**config.mk**
```make
export PLATFORM = sky130hd
export DESIGN_NAME = info_frame_stuffing_framer
export DESIGN_NICKNAME = d
export VERILOG_FILES = /design/src/hw/rtl/ifsf_pkg.sv /design/src/hw/rtl/ifsf_front.sv /design/src/hw/rtl/ifsf_queue.sv /design/src/hw/rtl/ifsf_back.sv /design/src/hw/rtl/info_frame_stuffing_framer.sv
export SDC_FILE = /design/constraint.sdc
export NUM_CORES = 1
export LEC_CHECK = 0
export BUFFER_PORTS_ARGS = -buffer_cell sky130_fd_sc_hd__buf_2
export CAP_MARGIN = 15
export CORE_MARGIN = 2
export CORE_UTILIZATION = 50
export DETAILED_ROUTE_END_ITERATION = 6
export MAX_ROUTING_LAYER = met4
export PLACE_DENSITY = 0.76
export SYNTH_ARGS = -nofsm -noshare
export SYNTH_HDL_FRONTEND = slang
export SYNTH_SLANG_ARGS = --single-unit
export TNS_END_PERCENT = 50
```
**constraint.sdc**
```tcl
create_clock -name clk -period 5.2 [get_ports clk]
set_input_delay 0.78 -clock clk [delete_from_list [all_inputs] [get_ports clk]]
set_output_delay 0.78 -clock clk [all_outputs]
set_load 0.01 [all_outputs]
```
**src/hw/rtl/ifsf_pkg.sv**
```systemverilog
package ifsf_pkg;

	localparam logic [7:0] FLAG_BYTE = 8'h7E;
	localparam logic [7:0] ESC_BYTE  = 8'h7D;
	localparam logic [7:0] ESC_FLAG  = 8'h5E;
	localparam logic [7:0] ESC_ESC   = 8'h5D;

	localparam int QUEUE_DEPTH = 2;

	localparam int APB_ADDR_W = 4;
	localparam int APB_DATA_W = 32;

	localparam logic [1:0] REG_ADDRESS   = 2'd0;
	localparam logic [1:0] REG_CTRL_SEQ0 = 2'd1;
	localparam logic [1:0] REG_CTRL_SEQ1 = 2'd2;

	localparam logic [7:0] ADDRESS_RST   = 8'd3;
	localparam logic [7:0] CTRL_SEQ0_RST = 8'd0;
	localparam logic [7:0] CTRL_SEQ1_RST = 8'd64;

	typedef struct packed {
		logic [7:0] data_byte;
		logic       last_byte;
		logic       seq_bit;
	} in_item_t;

	typedef struct packed {
		logic [7:0] out_byte;
		logic       run_last;
		logic       frame_end;
	} out_item_t;

	typedef struct packed {
		logic [7:0] address_byte;
		logic [7:0] control_seq0;
		logic [7:0] control_seq1;
	} cfg_t;

	typedef struct packed {
		logic       header;
		logic [7:0] address;
		logic [7:0] control;
		logic [7:0] data;
		logic       last;
		logic [7:0] check;
	} job_t;

	function automatic logic needs_escape(input logic [7:0] b);
		return (b == FLAG_BYTE) || (b == ESC_BYTE);
	endfunction

	function automatic logic [7:0] escaped_byte(input logic [7:0] b);
		return (b == FLAG_BYTE) ? ESC_FLAG : ESC_ESC;
	endfunction

endpackage

```
**src/hw/rtl/ifsf_front.sv**
```systemverilog
module ifsf_front (
	input  logic               clk,
	input  logic               arst_n,
	input  logic               accept,
	input  ifsf_pkg::in_item_t in_item,
	input  ifsf_pkg::cfg_t     cfg,
	output ifsf_pkg::job_t     job
);
	import ifsf_pkg::*;

	logic       inside_frame_q;
	logic [7:0] running_check_q;
	logic [7:0] check;

	always_comb begin
		check = inside_frame_q ? (running_check_q ^ in_item.data_byte) : in_item.data_byte;
		job.header  = !inside_frame_q;
		job.address = cfg.address_byte;
		job.control = in_item.seq_bit ? cfg.control_seq1 : cfg.control_seq0;
		job.data    = in_item.data_byte;
		job.last    = in_item.last_byte;
		job.check   = check;
	end

	always_ff @(posedge clk or negedge arst_n) begin
		if (!arst_n) begin
			inside_frame_q  <= 1'b0;
			running_check_q <= 8'd0;
		end else if (accept) begin
			if (in_item.last_byte) begin
				inside_frame_q  <= 1'b0;
				running_check_q <= 8'd0;
			end else begin
				inside_frame_q  <= 1'b1;
				running_check_q <= check;
			end
		end
	end

endmodule

```
**src/hw/rtl/ifsf_queue.sv**
```systemverilog
module ifsf_queue #(
	parameter int DEPTH = ifsf_pkg::QUEUE_DEPTH
) (
	input  logic           clk,
	input  logic           arst_n,
	input  logic           push,
	input  ifsf_pkg::job_t push_job,
	input  logic           pop,
	output ifsf_pkg::job_t head,
	output logic           empty,
	output logic           full
);
	import ifsf_pkg::*;

	localparam int PTR_W = (DEPTH > 1) ? $clog2(DEPTH) : 1;
	localparam int CNT_W = $clog2(DEPTH + 1);
	localparam logic [PTR_W-1:0] LAST_PTR = PTR_W'(DEPTH - 1);
	localparam logic [CNT_W-1:0] FULL_CNT = CNT_W'(DEPTH);

	job_t             mem_q [DEPTH];
	logic [PTR_W-1:0] wr_ptr_q;
	logic [PTR_W-1:0] rd_ptr_q;
	logic [CNT_W-1:0] count_q;

	assign head  = mem_q[rd_ptr_q];
	assign empty = (count_q == '0);
	assign full  = (count_q == FULL_CNT);

	always_ff @(posedge clk) begin
		if (push) begin
			mem_q[wr_ptr_q] <= push_job;
		end
	end

	always_ff @(posedge clk or negedge arst_n) begin
		if (!arst_n) begin
			wr_ptr_q <= '0;
			rd_ptr_q <= '0;
			count_q  <= '0;
		end else begin
			if (push) begin
				wr_ptr_q <= (wr_ptr_q == LAST_PTR) ? '0 : wr_ptr_q + 1'b1;
			end
			if (pop) begin
				rd_ptr_q <= (rd_ptr_q == LAST_PTR) ? '0 : rd_ptr_q + 1'b1;
			end
			if (push && !pop) begin
				count_q <= count_q + 1'b1;
			end else if (pop && !push) begin
				count_q <= count_q - 1'b1;
			end
		end
	end

	assert property (@(posedge clk) disable iff (!arst_n) count_q <= FULL_CNT)
		else $error("Queue count exceeds its depth.");
	assert property (@(posedge clk) disable iff (!arst_n) pop |-> !empty)
		else $error("Queue popped while empty.");
	assert property (@(posedge clk) disable iff (!arst_n) push |-> !full)
		else $error("Queue pushed while full.");

endmodule

```
**src/hw/rtl/ifsf_back.sv**
```systemverilog
module ifsf_back (
	input  logic                clk,
	input  logic                arst_n,
	input  ifsf_pkg::job_t      head,
	input  logic                empty,
	output logic                pop,
	output logic                out_valid,
	input  logic                out_ready,
	output ifsf_pkg::out_item_t out_item
);
	import ifsf_pkg::*;

	typedef enum logic [3:0] {
		PH_FLAG,
		PH_ADDR,
		PH_CTRL,
		PH_HCHK,
		PH_DATA,
		PH_DATA_ESC,
		PH_CHK,
		PH_CHK_ESC,
		PH_CLOSE
	} phase_t;

	phase_t    phase_q;
	logic      busy_q;
	logic      out_valid_q;
	out_item_t out_item_q;

	phase_t    cur_phase;
	phase_t    next_phase;
	out_item_t emit;
	logic      advance;

	assign advance = !empty && (!out_valid_q || out_ready);
	assign pop     = advance && emit.run_last;

	always_comb begin
		cur_phase      = busy_q ? phase_q : (head.header ? PH_FLAG : PH_DATA);
		next_phase     = cur_phase;
		emit.out_byte  = FLAG_BYTE;
		emit.run_last  = 1'b0;
		emit.frame_end = 1'b0;
		unique case (cur_phase)
			PH_FLAG: begin
				emit.out_byte = FLAG_BYTE;
				next_phase    = PH_ADDR;
			end
			PH_ADDR: begin
				emit.out_byte = head.address;
				next_phase    = PH_CTRL;
			end
			PH_CTRL: begin
				emit.out_byte = head.control;
				next_phase    = PH_HCHK;
			end
			PH_HCHK: begin
				emit.out_byte = head.address ^ head.control;
				next_phase    = PH_DATA;
			end
			PH_DATA: begin
				if (needs_escape(head.data)) begin
					emit.out_byte = ESC_BYTE;
					next_phase    = PH_DATA_ESC;
				end else begin
					emit.out_byte = head.data;
					next_phase    = PH_CHK;
					emit.run_last = !head.last;
				end
			end
			PH_DATA_ESC: begin
				emit.out_byte = escaped_byte(head.data);
				next_phase    = PH_CHK;
				emit.run_last = !head.last;
			end
			PH_CHK: begin
				if (needs_escape(head.check)) begin
					emit.out_byte = ESC_BYTE;
					next_phase    = PH_CHK_ESC;
				end else begin
					emit.out_byte = head.check;
					next_phase    = PH_CLOSE;
				end
			end
			PH_CHK_ESC: begin
				emit.out_byte = escaped_byte(head.check);
				next_phase    = PH_CLOSE;
			end
			PH_CLOSE: begin
				emit.out_byte  = FLAG_BYTE;
				emit.run_last  = 1'b1;
				emit.frame_end = 1'b1;
			end
			default: begin
				emit.out_byte = FLAG_BYTE;
			end
		endcase
	end

	always_ff @(posedge clk or negedge arst_n) begin
		if (!arst_n) begin
			phase_q     <= PH_FLAG;
			busy_q      <= 1'b0;
			out_valid_q <= 1'b0;
			out_item_q  <= '0;
		end else begin
			if (advance) begin
				out_valid_q <= 1'b1;
				out_item_q  <= emit;
				busy_q      <= !emit.run_last;
				phase_q     <= next_phase;
			end else if (out_ready) begin
				out_valid_q <= 1'b0;
			end
		end
	end

	assign out_valid = out_valid_q;
	assign out_item  = out_item_q;

	assert property (@(posedge clk) disable iff (!arst_n) busy_q |-> !empty)
		else $error("Sequencer is mid-item with no item at the queue head.");
	assert property (@(posedge clk) disable iff (!arst_n)
		out_item_q.frame_end && out_valid_q |->
		out_item_q.run_last && (out_item_q.out_byte == FLAG_BYTE))
		else $error("Closing flag is malformed.");
	assert property (@(posedge clk) disable iff (!arst_n)
		busy_q && (phase_q == PH_CLOSE) |-> head.last)
		else $error("Closing flag reached on an item that does not end the frame.");

endmodule

```
**src/hw/rtl/info_frame_stuffing_framer.sv**
```systemverilog
// An accepted item goes into the item queue; its line bytes leave through the back sequencer's
// single output register, one per cycle while the queue holds an item and out_ready is high. An
// item yields 1 to 9 line bytes: one for a plain mid-frame byte, two for an escaped one, plus
// four for the header of a first byte and two or three for the check and closing flag of a last
// one. Reset clears the frame state, the item queue and output; registers take their defaults.
module info_frame_stuffing_framer #(
	parameter int QUEUE_DEPTH = ifsf_pkg::QUEUE_DEPTH
) (
	input  logic                                clk,
	input  logic                                arst_n,
	input  logic                                in_valid,
	output logic                                in_ready,
	input  ifsf_pkg::in_item_t                  in_item,
	output logic                                out_valid,
	input  logic                                out_ready,
	output ifsf_pkg::out_item_t                 out_item,
	input  logic                                psel,
	input  logic                                penable,
	input  logic                                pwrite,
	input  logic [ifsf_pkg::APB_ADDR_W-1:0]     paddr,
	input  logic [ifsf_pkg::APB_DATA_W-1:0]     pwdata,
	output logic [ifsf_pkg::APB_DATA_W-1:0]     prdata,
	output logic                                pready
);
	import ifsf_pkg::*;

	cfg_t       cfg_q;
	logic       cfg_write;
	logic [1:0] reg_idx;
	logic       in_accept;
	logic       q_full;
	logic       q_empty;
	logic       q_pop;
	job_t       front_job;
	job_t       head_job;

	assign pready    = 1'b1;
	assign reg_idx   = paddr[3:2];
	assign cfg_write = psel && penable && pwrite && pready;

	always_ff @(posedge clk or negedge arst_n) begin
		if (!arst_n) begin
			cfg_q.address_byte <= ADDRESS_RST;
			cfg_q.control_seq0 <= CTRL_SEQ0_RST;
			cfg_q.control_seq1 <= CTRL_SEQ1_RST;
		end else if (cfg_write) begin
			unique case (reg_idx)
				REG_ADDRESS:   cfg_q.address_byte <= pwdata[7:0];
				REG_CTRL_SEQ0: cfg_q.control_seq0 <= pwdata[7:0];
				REG_CTRL_SEQ1: cfg_q.control_seq1 <= pwdata[7:0];
				default: begin
				end
			endcase
		end
	end

	always_comb begin
		prdata = '0;
		unique case (reg_idx)
			REG_ADDRESS:   prdata[7:0] = cfg_q.address_byte;
			REG_CTRL_SEQ0: prdata[7:0] = cfg_q.control_seq0;
			REG_CTRL_SEQ1: prdata[7:0] = cfg_q.control_seq1;
			default:       prdata      = '0;
		endcase
	end

	assign in_ready  = !q_full;
	assign in_accept = in_valid && in_ready;

	ifsf_front u_front (
		.clk     (clk),
		.arst_n  (arst_n),
		.accept  (in_accept),
		.in_item (in_item),
		.cfg     (cfg_q),
		.job     (front_job)
	);

	ifsf_queue #(
		.DEPTH (QUEUE_DEPTH)
	) u_queue (
		.clk      (clk),
		.arst_n   (arst_n),
		.push     (in_accept),
		.push_job (front_job),
		.pop      (q_pop),
		.head     (head_job),
		.empty    (q_empty),
		.full     (q_full)
	);

	ifsf_back u_back (
		.clk       (clk),
		.arst_n    (arst_n),
		.head      (head_job),
		.empty     (q_empty),
		.pop       (q_pop),
		.out_valid (out_valid),
		.out_ready (out_ready),
		.out_item  (out_item)
	);

endmodule

```
# --- Yosys cells after proc, flatten, opt, wreduce, memory -nomap -nowiden ---
# Memories as Yosys holds them, arrays and structs flattened.
# Index checks and enable logic that the tools add are counted.
classes:
  n_addsub: 4
  n_eq_ne: 15
  mux: 26
  bitwise: 2
  n_reduce_logical: 26
op_table:
  columns: ["cell", "n"]
  rows:
  - ["case mux 8 bit (7 select lines)", 1]
  - ["two-way mux 8 bit", 5]
  - ["equality test 8 x 7 -> 1 bit (second input constant)", 4]
  - ["case mux 4 bit (8 select lines)", 1]
  - ["case mux 8 bit (3 select lines)", 1]
  - ["equality test 4 x 3 -> 1 bit (second input constant)", 4]
  - ["bitwise XOR 8 bit", 2]
  - ["two-way mux 2 bit", 5]
  - ["two-way mux 1 bit", 9]
  - ["equality test 4 x 2 -> 1 bit (second input constant)", 2]
  - ["logical NOT 1 bit", 8]
  - ["two-way mux 4 bit", 2]
  - ["logical AND 1 bit", 7]
  - ["AND reduction 2 bit", 3]
  - ["equality test 2 bit (second input constant)", 2]
  - ["equality test 4 x 1 -> 1 bit (second input constant)", 1]
  - ["equality test 4 bit (second input constant)", 1]
  - ["logical NOT 2 bit", 2]
  - ["logical NOT 4 bit", 1]
  - ["nonzero test 2 bit", 2]
  - ["logical OR 1 bit", 3]
  - ["two-way mux 3 bit", 1]
  - ["case mux 1 bit (3 select lines)", 1]
  - ["adder 1 bit (second input constant)", 2]
  - ["other kinds (3)", 3]
word_totals:
  regBits: 53
  mem_bits_rw: 68
  input_bits: 53
  output_inout_bits: 45
  word_cells: 88
  n_memories: 1
mem_list:
  columns: ["name", "depth", "word_bits", "rd", "rd_ports_with_merged_regs", "write_ports", "line_no", "rtl"]
  rows:
  - ["u_queue.mem_q", 2, 34, 1, 0, 1, "ifsf_queue.sv:20", "job_t mem_q [DEPTH];"]

# --- Depth between registers and ports, before layout ---
# Gate-level depths: netlist (run 1).
# An unclocked memory read counts as a cell.
depth:
  word_depth: 9
  depth_mapped: 11
  depth_no_buf: 9

# --- Cells and area by module ---
# Synthesis (run 1) repeated with hierarchy kept, for this count alone.
unflattened:
  cells_unflattened: 472
  hier_area_um2: 6247.2
by_module_without_submodules:
  columns: ["module", "n_inst", "cells_per_inst", "area_each_um2", "seq_area_each_um2"]
  rows:
  - ["ifsf_queue", 1, 122, 2791.4, 2142.1]
  - ["info_frame_stuffing_framer", 1, 110, 1347.5, 604.3]
  - ["ifsf_back", 1, 149, 1257.5, 400.4]
  - ["ifsf_front", 1, 91, 850.8, 225.2]

# --- Worst setup path before layout (run 1) ---
# OpenSTA, ideal clock, no wires.
synth_path:
  path_kind: "input -> register"
  startpoint: "in in_valid"
  endpoint: "mem u_queue.mem_q[0][0] (netlist name), enable pin"
  setup_time_ps: 425
  t_arrival_ps: 2530
  required_time_ps: 4775
  slack_ps: 2244
  cell_stages: 3
  n_path_buf: 1
  cell_sequence: "nand2_1 > clkbuf_1 > nor2_1"
synth_via:
  elab_chain_len: 3
synth_lines:
  columns: ["element", "line_no", "rtl"]
  rows:
  - ["from (decl)", "info_frame_stuffing_framer.sv:11", "input logic in_valid,"]
  - ["logical AND 1 bit", "info_frame_stuffing_framer.sv:68", "assign in_accept = in_valid && in_ready;"]
  - ["two-way mux 1 bit", "ifsf_queue.sv:30", "if (push) begin"]
  - ["two-way mux 1 bit (not written as such)", "ifsf_queue.sv:31", "mem_q[wr_ptr_q] <= push_job;"]
  - ["to (decl)", "ifsf_queue.sv:20", null]
# No other way between the ends.

# --- Worst setup path in the final report (run 1) ---
layout_path:
  startpoint: "reg u_queue.rd_ptr_q"
  endpoint: "reg u_queue.count_q[1]"
layout_via:
  elab_chain_len: 9
  elab_cells_between_ends: 18
  cone_classes: "eq/ne: 5; mux: 5; reduce/logical: 7; memory: 1"
layout_lines:
  columns: ["element", "line_no", "rtl"]
  rows:
  - ["from (decl)", "ifsf_queue.sv:22", "logic [PTR_W-1:0] rd_ptr_q;"]
  - ["from (signal assigned)", "ifsf_queue.sv:45", "rd_ptr_q <= (rd_ptr_q == LAST_PTR) ? '0 : rd_ptr_q + 1'b1;"]
  - ["memory read (2 x 34 bit) *", null, null]
  - ["equality test 8 x 7 -> 1 bit or two-way mux 3 bit (tied branches)", "ifsf_pkg.sv:49, ifsf_back.sv:39", null]
  - ["logical OR 1 bit or two-way mux 4 bit (tied branches)", "ifsf_pkg.sv:49, ifsf_back.sv:39", null]
  - ["two-way mux 1 bit, or another cell as far along", "ifsf_back.sv:62", "if (needs_escape(head.data)) begin"]
  - ["case mux 1 bit (3 select lines) *", "ifsf_back.sv:44", "unique case (cur_phase)"]
  - ["logical AND 1 bit *", "ifsf_back.sv:36", "assign pop = advance && emit.run_last;"]
  - ["logical NOT 1 bit", "ifsf_queue.sv:47", "if (push && !pop) begin"]
  - ["logical AND 1 bit", "ifsf_queue.sv:47", null]
  - ["two-way mux 2 bit or nonzero test 2 bit (tied branches)", null, null]
  - ["to (signal assigned)", "ifsf_queue.sv:48", "count_q <= count_q + 1'b1;"]
  - ["to (signal assigned)", "ifsf_queue.sv:50", "count_q <= count_q - 1'b1;"]
  - ["to (decl)", "ifsf_queue.sv:23", "logic [CNT_W-1:0] count_q;"]
# Every way passes the cells marked *; elsewhere a longest branch is shown, timed or not.
# A chain may end at the register's enable or synchronous reset.

==> results of run 1 <==
## power by group through the flow
stage,clock [mW],sequential (mW),combinational (mW)
5_1_grt,1.08,1.67,1.19
2_1_floorplan,0,1.50,0.915
3_3_place_gp,0,1.62,1.04
6_report,1.03,1.63,1.09
4_1_cts,1.04,1.62,1.08
3_5_place_dp,0,1.64,1.07
## kinds of logic (layout without fill, tap and decap cells)
logic type	count (synthesis)	count (layout)
DFF	121	121
and+or+nand+nor	108	108
AOI/OAI and AO/OA	81	81
muxes	70	70
buffers and inverters	49	88
xor gates and xnor gates	25	25
other	2	25
adders and majority gates	1	1
## worst max-delay path: stages, from the launching register on
cell and delay (ps):
sky130_fd_sc_hd__dfrtp_2 820, sky130_fd_sc_hd__buf_4 390, sky130_fd_sc_hd__mux2_4 230, sky130_fd_sc_hd__nor2_1 50
sky130_fd_sc_hd__nor2_1 450, sky130_fd_sc_hd__o21ai_2 170, sky130_fd_sc_hd__a21oi_4 210, sky130_fd_sc_hd__ha_1 190
sky130_fd_sc_hd__xor2_1 150, sky130_fd_sc_hd__nor2_1 70, sky130_fd_sc_hd__xor2_1 130
## layout by cell type, fill, tap and decap left out, types with 3 or more instances in the layout
cell,synthesis,final
sky130_fd_sc_hd__nand3b_1,5,5
sky130_fd_sc_hd__o22ai_1,7,7
sky130_fd_sc_hd__a211oi_1,4,4
sky130_fd_sc_hd__nand4_1,3,3
sky130_fd_sc_hd__o21ai_1,3,3
sky130_fd_sc_hd__dfrtp_1,50,49
sky130_fd_sc_hd__nand2b_1,8,8
sky130_fd_sc_hd__a21o_1,3,3
sky130_fd_sc_hd__nor3_1,5,5
sky130_fd_sc_hd__o21ai_0,18,18
sky130_fd_sc_hd__o211ai_1,3,3
sky130_fd_sc_hd__buf_4,28,4
sky130_fd_sc_hd__mux2i_1,27,27
sky130_fd_sc_hd__clkinv_2,0,4
sky130_fd_sc_hd__clkbuf_16,0,17
sky130_fd_sc_hd__a21oi_1,10,10
sky130_fd_sc_hd__xnor2_1,17,17
sky130_fd_sc_hd__nor2_1,16,15
sky130_fd_sc_hd__dfstp_2,3,3
sky130_fd_sc_hd__buf_2,5,46
sky130_fd_sc_hd__clkbuf_1,6,7
sky130_fd_sc_hd__edfxtp_1,68,68
sky130_fd_sc_hd__nand3_1,3,3
sky130_fd_sc_hd__o21a_1,6,6
sky130_fd_sc_hd__mux2_2,41,41
sky130_fd_sc_hd__clkbuf_8,0,4
sky130_fd_sc_hd__a22o_1,8,8
sky130_fd_sc_hd__nand2_1,52,52
sky130_fd_sc_hd__o32ai_1,3,3
sky130_fd_sc_hd__nor2b_1,3,3
sky130_fd_sc_hd__inv_1,6,6
sky130_fd_sc_hd__xor2_1,8,8
sky130_fd_sc_hd__conb_1,2,25
## worst paths after layout
path                                         start                 end  slack, ps  cells after the start
max in group asynchronous                   arst_n    u_queue.rd_ptr_q       4170                      2
worst min register to register  u_back.out_item[1]  u_back.out_item[1]        470                      2
min in group asynchronous                   arst_n            cfg_q[4]        520                      2
worst max register to register    u_queue.rd_ptr_q  u_queue.count_q[1]       2200                     10
worst max-delay path              u_queue.rd_ptr_q  u_queue.count_q[1]       2200                     10
worst min-delay path            u_back.out_item[1]  u_back.out_item[1]        470                      2
## final cells by class
class	count	area [um2]
Fill cell	913	4820
Sequential cell	121	3370
Multi-Input combinational cell	310	2190
Clock buffer	28	507
Timing Repair Buffer	50	260
Tap cell	143	179
Inverter	6	22.5
Clock inverter	4	20.0
## flip-flops by register name, indices dropped and copies added, names as in the netlist
signal and flops:
u_back.busy_q 1, u_back.out_valid 1, u_queue.rd_ptr_q 1, u_front.inside_frame_q 1
u_queue.count_q 2, cfg_q 24, u_queue.wr_ptr_q 1, u_back.out_item 10
u_queue.mem_q 68, u_front.running_check_q 8, u_back.phase_q 4
## through the flow
stage / setup slack (ps) / util (%) / hold WS, ps / instance area, um2
floorplan: 2240 / - / 459 / 5880
global placement: 2260 / 53.0 / 466 / 6020
detailed placement: 2210 / 53.0 / 468 / 6020
CTS: 2180 / 57.6 / 481 / 6550
global route: 1990 / 57.6 / 505 / 6550
finish: 2200 / 57.6 / 473 / 6550
## routing by layer
layer / track usage [%] / routed length (um) / vias up
met5: - / 0 / -
met2: 34.9 / 6060 / 135
met3: 5.33 / 661 / 17
li1: - / - / 1722
met1: 23.7 / 4870 / 1891
met4: 8.64 / 185 / 0
==> results_dict.tcl, run 1 <==
set metrics [dict create \
    worst_setup_path_end_kind "flop" \
    power_frac_comb_pct 29.0 \
    power.net_switching_mw 1.26 \
    setup.worst_path.class "flop to flop" \
    antenna_left 0 \
    final_max_slew_viol_count 0 \
    synthMostInstantiatedCell "sky130_fd_sc_hd__edfxtp_1" \
    dp_cells 630 \
    synthesis.area_per_instance_um2 12.7 \
    synth_fa_ha_area_share_pct 0.216 \
    worst_clock_skew_ps 11.4 \
    netlist_top_cells_count "sky130_fd_sc_hd__edfxtp_1, sky130_fd_sc_hd__nand2_1, sky130_fd_sc_hd__dfrtp_1" \
    detail_route.wirelength_um 11800 \
    synth-simple-area-share_pct 9.03 \
    dominant_combinational_cell_family_by_area_after_synthesis "multiplexers" \
    post_synth_xor_area_fraction_pct 3.78 \
    cts_num_sinks 121 \
    worst_pin_slew_ps 792 \
    synth_top_area_cell "sky130_fd_sc_hd__edfxtp_1" \
    clk_pin_slew_worst_paths_ps 50 \
    numPortBuffers 46 \
    first_iter_violations 215 \
    grt_pass1_vias 3932 \
    worst_slew_margin_pct 46.9 \
    drv_cap 0 \
    diodes 0 \
    post-cts-setup-buffers 0 \
    die_w_um 112 \
    setup_viol 0 \
    setup_total_negative_slack_ps 0 \
    initial_utilization_pct 50.9 \
    ys_dominant_reg_cell "sky130_fd_sc_hd__edfxtp_1" \
    power.density_cell_area_nw_per_um2 572 \
    routed_via_count 3765 \
    power_leakage_nw 2.62 \
    synth_seq_cells 121 \
    detailedPlacementHpwl_um 8000 \
    grt_setup_unrepaired "false" \
    postCtsHoldBufs 0 \
    worstPathMaxFanout 28 \
    synth.top_cell.area_share_pct 35.3 \
    async_flop_share_pct 43.8 \
    clock_latency_ps 410 \
    drcViolationCount 0 \
    floorplan.die.height_um 112 \
    switching_share_pct 33.7 \
    ctsLongestPathBuffers 2 \
    timing.fmax_mhz 333 \
    synth.cell_area_um2 5790 \
    grt_usage_pct 20.7 \
    synth_warn 0 \
    post-route-period-util_pct 57.8 \
    nets 560 \
    grt_pass1_wl_um 19400 \
    synthMuxAreaShare_pct 13.1 \
    grt_antenna_before_repair 0 \
    power.total_mw 3.75 \
    number_of_placement_rows 39 \
    cts_made_buffers 17 \
    ys_seq_area_share_pct 58.2 \
    die_area_um2 12500 \
    synth.distinct_cells 58 \
    p_int_mw 2.48 \
    synth.area.top_cells "sky130_fd_sc_hd__edfxtp_1, sky130_fd_sc_hd__dfrtp_1, sky130_fd_sc_hd__mux2_2, sky130_fd_sc_hd__mux2i_1, sky130_fd_sc_hd__buf_4" \
    power_frac_clock_pct 27.6 \
    final_layout_size_suffix_gt1_share_pct 25.6 \
    worst_setup_path_start_kind "flop" \
    crit_required_ps 5490 \
    grt.overflow.total 0 \
    min_period_ps 3000 \
    status "completed" \
    avgRoutedWirePerCell_um 17.8 \
    flow.area_growth_from_synthesis_pct 13.1 \
    synthesized_area_fraction_occupied_by_ao_oa_aoi_and_oai_cells_pct 10.0 \
    vias_per_cell 5.69 \
    post_route_non_filler_standard_cell_count 662 \
    post_synth_inst_count 457 \
    cts.htree.levels 4 \
    count_of_flip_flops_with_a_built_in_enable_after_synthesis 68 \
    post_cts_resized 0 \
    cts_root_buffer "sky130_fd_sc_hd__clkbuf_16" \
    hold_violations 0 \
    power.ir.vdd_worst_mv 0.275 \
    gpl.final_weighted_congestion 0.847 \
    holdCritPathClass "flop to flop" \
    drt-pass1-iter-count 5 \
    core_area_um2 11400 \
    tritoncts_clock_tree "built" \
    pin_count_of_the_biggest_net_entering_global_routing 54 \
    boundaryPins 98 \
    arrival_time_reported_for_the_critical_path_endpoint_ps 3290 \
    seqPwrFrac_pct 43.4 \
]
Power figures use the tool's default switching activity.
==> run 2: changes to the inputs <==
--- a/config.mk
+++ b/config.mk
@@ -11,7 +11,7 @@
 export CORE_UTILIZATION = 50
 export DETAILED_ROUTE_END_ITERATION = 6
 export MAX_ROUTING_LAYER = met4
-export PLACE_DENSITY = 0.76
+export PLACE_DENSITY = 0.79
 export SYNTH_ARGS = -nofsm -noshare
 export SYNTH_HDL_FRONTEND = slang
 export SYNTH_SLANG_ARGS = --single-unit
==> constraint.sdc (replaced) <==
create_clock -name clk -period 2.7 [get_ports clk]
set_input_delay 0.405 -clock clk [delete_from_list [all_inputs] [get_ports clk]]
set_output_delay 0.405 -clock clk [all_outputs]
set_load 0.01 [all_outputs]
==> results_dict.tcl, run 2 (synthesis gave the netlist of run 1 again) <==
set metrics [dict create \
    gpl.final_weighted_congestion 0.895 \
    hold_violations 0 \
    final_max_slew_viol_count 0 \
    detail_route.wirelength_um 12100 \
    seqPwrFrac_pct 38.8 \
    largest_reg_flops 68 \
    clk_pin_slew_worst_paths_ps 60 \
    drcViolationCount 0 \
    vias_per_cell 5.69 \
    cts_made_buffers 17 \
    power_frac_comb_pct 29.8 \
    p_int_mw 5.24 \
    diodes 0 \
    setup_total_negative_slack_ps 0 \
    cts.htree.levels 4 \
    max_stage_delay_ps 530 \
    holdCritPathClass "input pin to async pin" \
    worst_pin_slew_ps 749 \
    crit_required_ps 3030 \
    numPortBuffers 46 \
    grt.overflow.total 0 \
    initial_utilization_pct 50.9 \
    floorplan.die.height_um 112 \
    status "completed" \
    cts_root_buffer "sky130_fd_sc_hd__clkbuf_16" \
    tritoncts_clock_tree "built" \
    ctsLongestPathBuffers 2 \
    number_of_placement_rows 39 \
    post-cts-setup-buffers 0 \
    final_layout_size_suffix_gt1_share_pct 28.3 \
    postCtsHoldBufs 0 \
    antenna_left 0 \
    final_common_cell "sky130_fd_sc_hd__edfxtp_1" \
    nets 571 \
    power.density_cell_area_nw_per_um2 1150 \
    finalInstanceArea_um2 6760 \
    die_area_um2 12500 \
    drt-pass1-iter-count 5 \
    setup_viol 0 \
    clock_latency_ps 410 \
    flow.area_growth_from_synthesis_pct 16.7 \
    min_period_ps 2230 \
    worstPathMaxFanout 12 \
    power_frac_clock_pct 31.5 \
    grt_setup_unrepaired "false" \
    cts_num_sinks 121 \
    routed_via_count 3828 \
    power_leakage_nw 2.71 \
    mostFrequentLayoutCells "sky130_fd_sc_hd__edfxtp_1, sky130_fd_sc_hd__nand2_1, sky130_fd_sc_hd__dfrtp_1, sky130_fd_sc_hd__buf_2, sky130_fd_sc_hd__mux2_2" \
    grt_antenna_before_repair 0 \
    avgRoutedWirePerCell_um 17.9 \
    post_cts_resized 0 \
    register_ranked_first_by_flip_flop_count "u_queue.mem_q" \
    pin_count_of_the_biggest_net_entering_global_routing 35 \
    post-route-period-util_pct 82.7 \
    core_area_um2 11400 \
    worst_setup_path_start_kind "flop" \
    first_iter_violations 276 \
    placed_cell_area_um2 6110 \
    die_w_um 112 \
    fin_util_pct 59.4 \
    power.net_switching_mw 2.56 \
    slowest_stage "sky130_fd_sc_hd__dfrtp_1" \
    grt_pass1_wl_um 19800 \
    setup.worst_path.class "flop to flop" \
    detailedPlacementHpwl_um 8140 \
    worst_slew_margin_pct 49.8 \
    grt_usage_pct 21.2 \
    timing.critical_path.cells "buf_4 > or2_2 > nor4_1 > buf_4 > a21oi_4 > ha_1 > xor2_1 > nor2_1 > xor2_1" \
    grt_pass1_vias 3916 \
    drv_cap 0 \
    timing.fmax_mhz 448 \
    switching_share_pct 32.8 \
    worst_setup_path_end_kind "flop" \
    boundaryPins 98 \
    worst_clock_skew_ps 6.69 \
    power.ir.vdd_worst_mv 0.636 \
    arrival_time_reported_for_the_critical_path_endpoint_ps 2570 \
    filler_cell_count 886 \
]
[run 2: cell count changes in the layout (fill, tap and decap cells not counted), sizes merged]
cell	delta
inv	+1
bufinv	+5
clkinv	-1
clkbuf	-10
buf	+11
clkinvlp	+5
[run 2: final cells by class]
class / count / area (um2) / share of cell area, %
sequential: 121 / 3370 / 49.9
multi-input combinational: 310 / 2190 / 32.4
tap: 143 / 179 / 2.65
clock buffer: 18 / 429 / 6.35
inverter: 6 / 22.5 / 0.333
timing repair buffer: 61 / 343 / 5.07
clock inverter: 14 / 223 / 3.30
[run 2: power groups by stage]
stage,Sequential (mW),Clock [mW],Combinational (mW)
floorplan,2.89,0,1.76
global placement,3.00,0,2.21
detailed placement,3.03,0,2.27
CTS,3.02,2.48,2.31
global route,3.09,2.57,2.52
finish,3.03,2.45,2.32
[run 2: path summary, 6_finish.rpt]
check	startpoint	to	slack [ps]	cells after the start
worst max-delay path	u_back.phase_q[0]	u_queue.count_q[1]	470	9
worst min-delay path	arst_n	cfg_q[4]	30	1
worst max register to register	u_back.phase_q[0]	u_queue.count_q[1]	470	9
worst min register to register	u_back.out_item[1]	u_back.out_item[1]	470	2
max in group asynchronous	arst_n	cfg_q[17]	1940	2
min in group clk	in_item[9]	u_queue.mem_q[1][16]	210	1
[run 2: critical path: cells and delay by family (launching register included)]
kind            cells  cell delay (ps)
simple gates        3              690
fa+ha+maj           1              200
buf+inv             2              420
xor+xnor            2              290
flops               1              530
compound gates      1               40
[run 2: per-layer routing]
layer / vias up / track usage [%] / wire length (um)
li1: 1745 / - / -
met1: 1874 / 24.7 / 4860
met2: 173 / 34.6 / 6060
met3: 36 / 5.72 / 739
met4: 0 / 9.63 / 403
met5: - / - / 0
[run 2: metrics by stage]
| stage | power, mW | hold WS (ps) | cells | setup WS [ps] |
|---|---|---|---|---|
| global placement | 5.21 | 465 | 641 | 564 |
| detailed placement | 5.30 | 466 | 641 | 515 |
| finish | 7.80 | 32.3 | 673 | 466 |
| global route | 8.18 | 64.4 | 673 | 411 |
| floorplan | 4.65 | 109 | 480 | 434 |
| CTS | 7.81 | 44.8 | 673 | 497 |
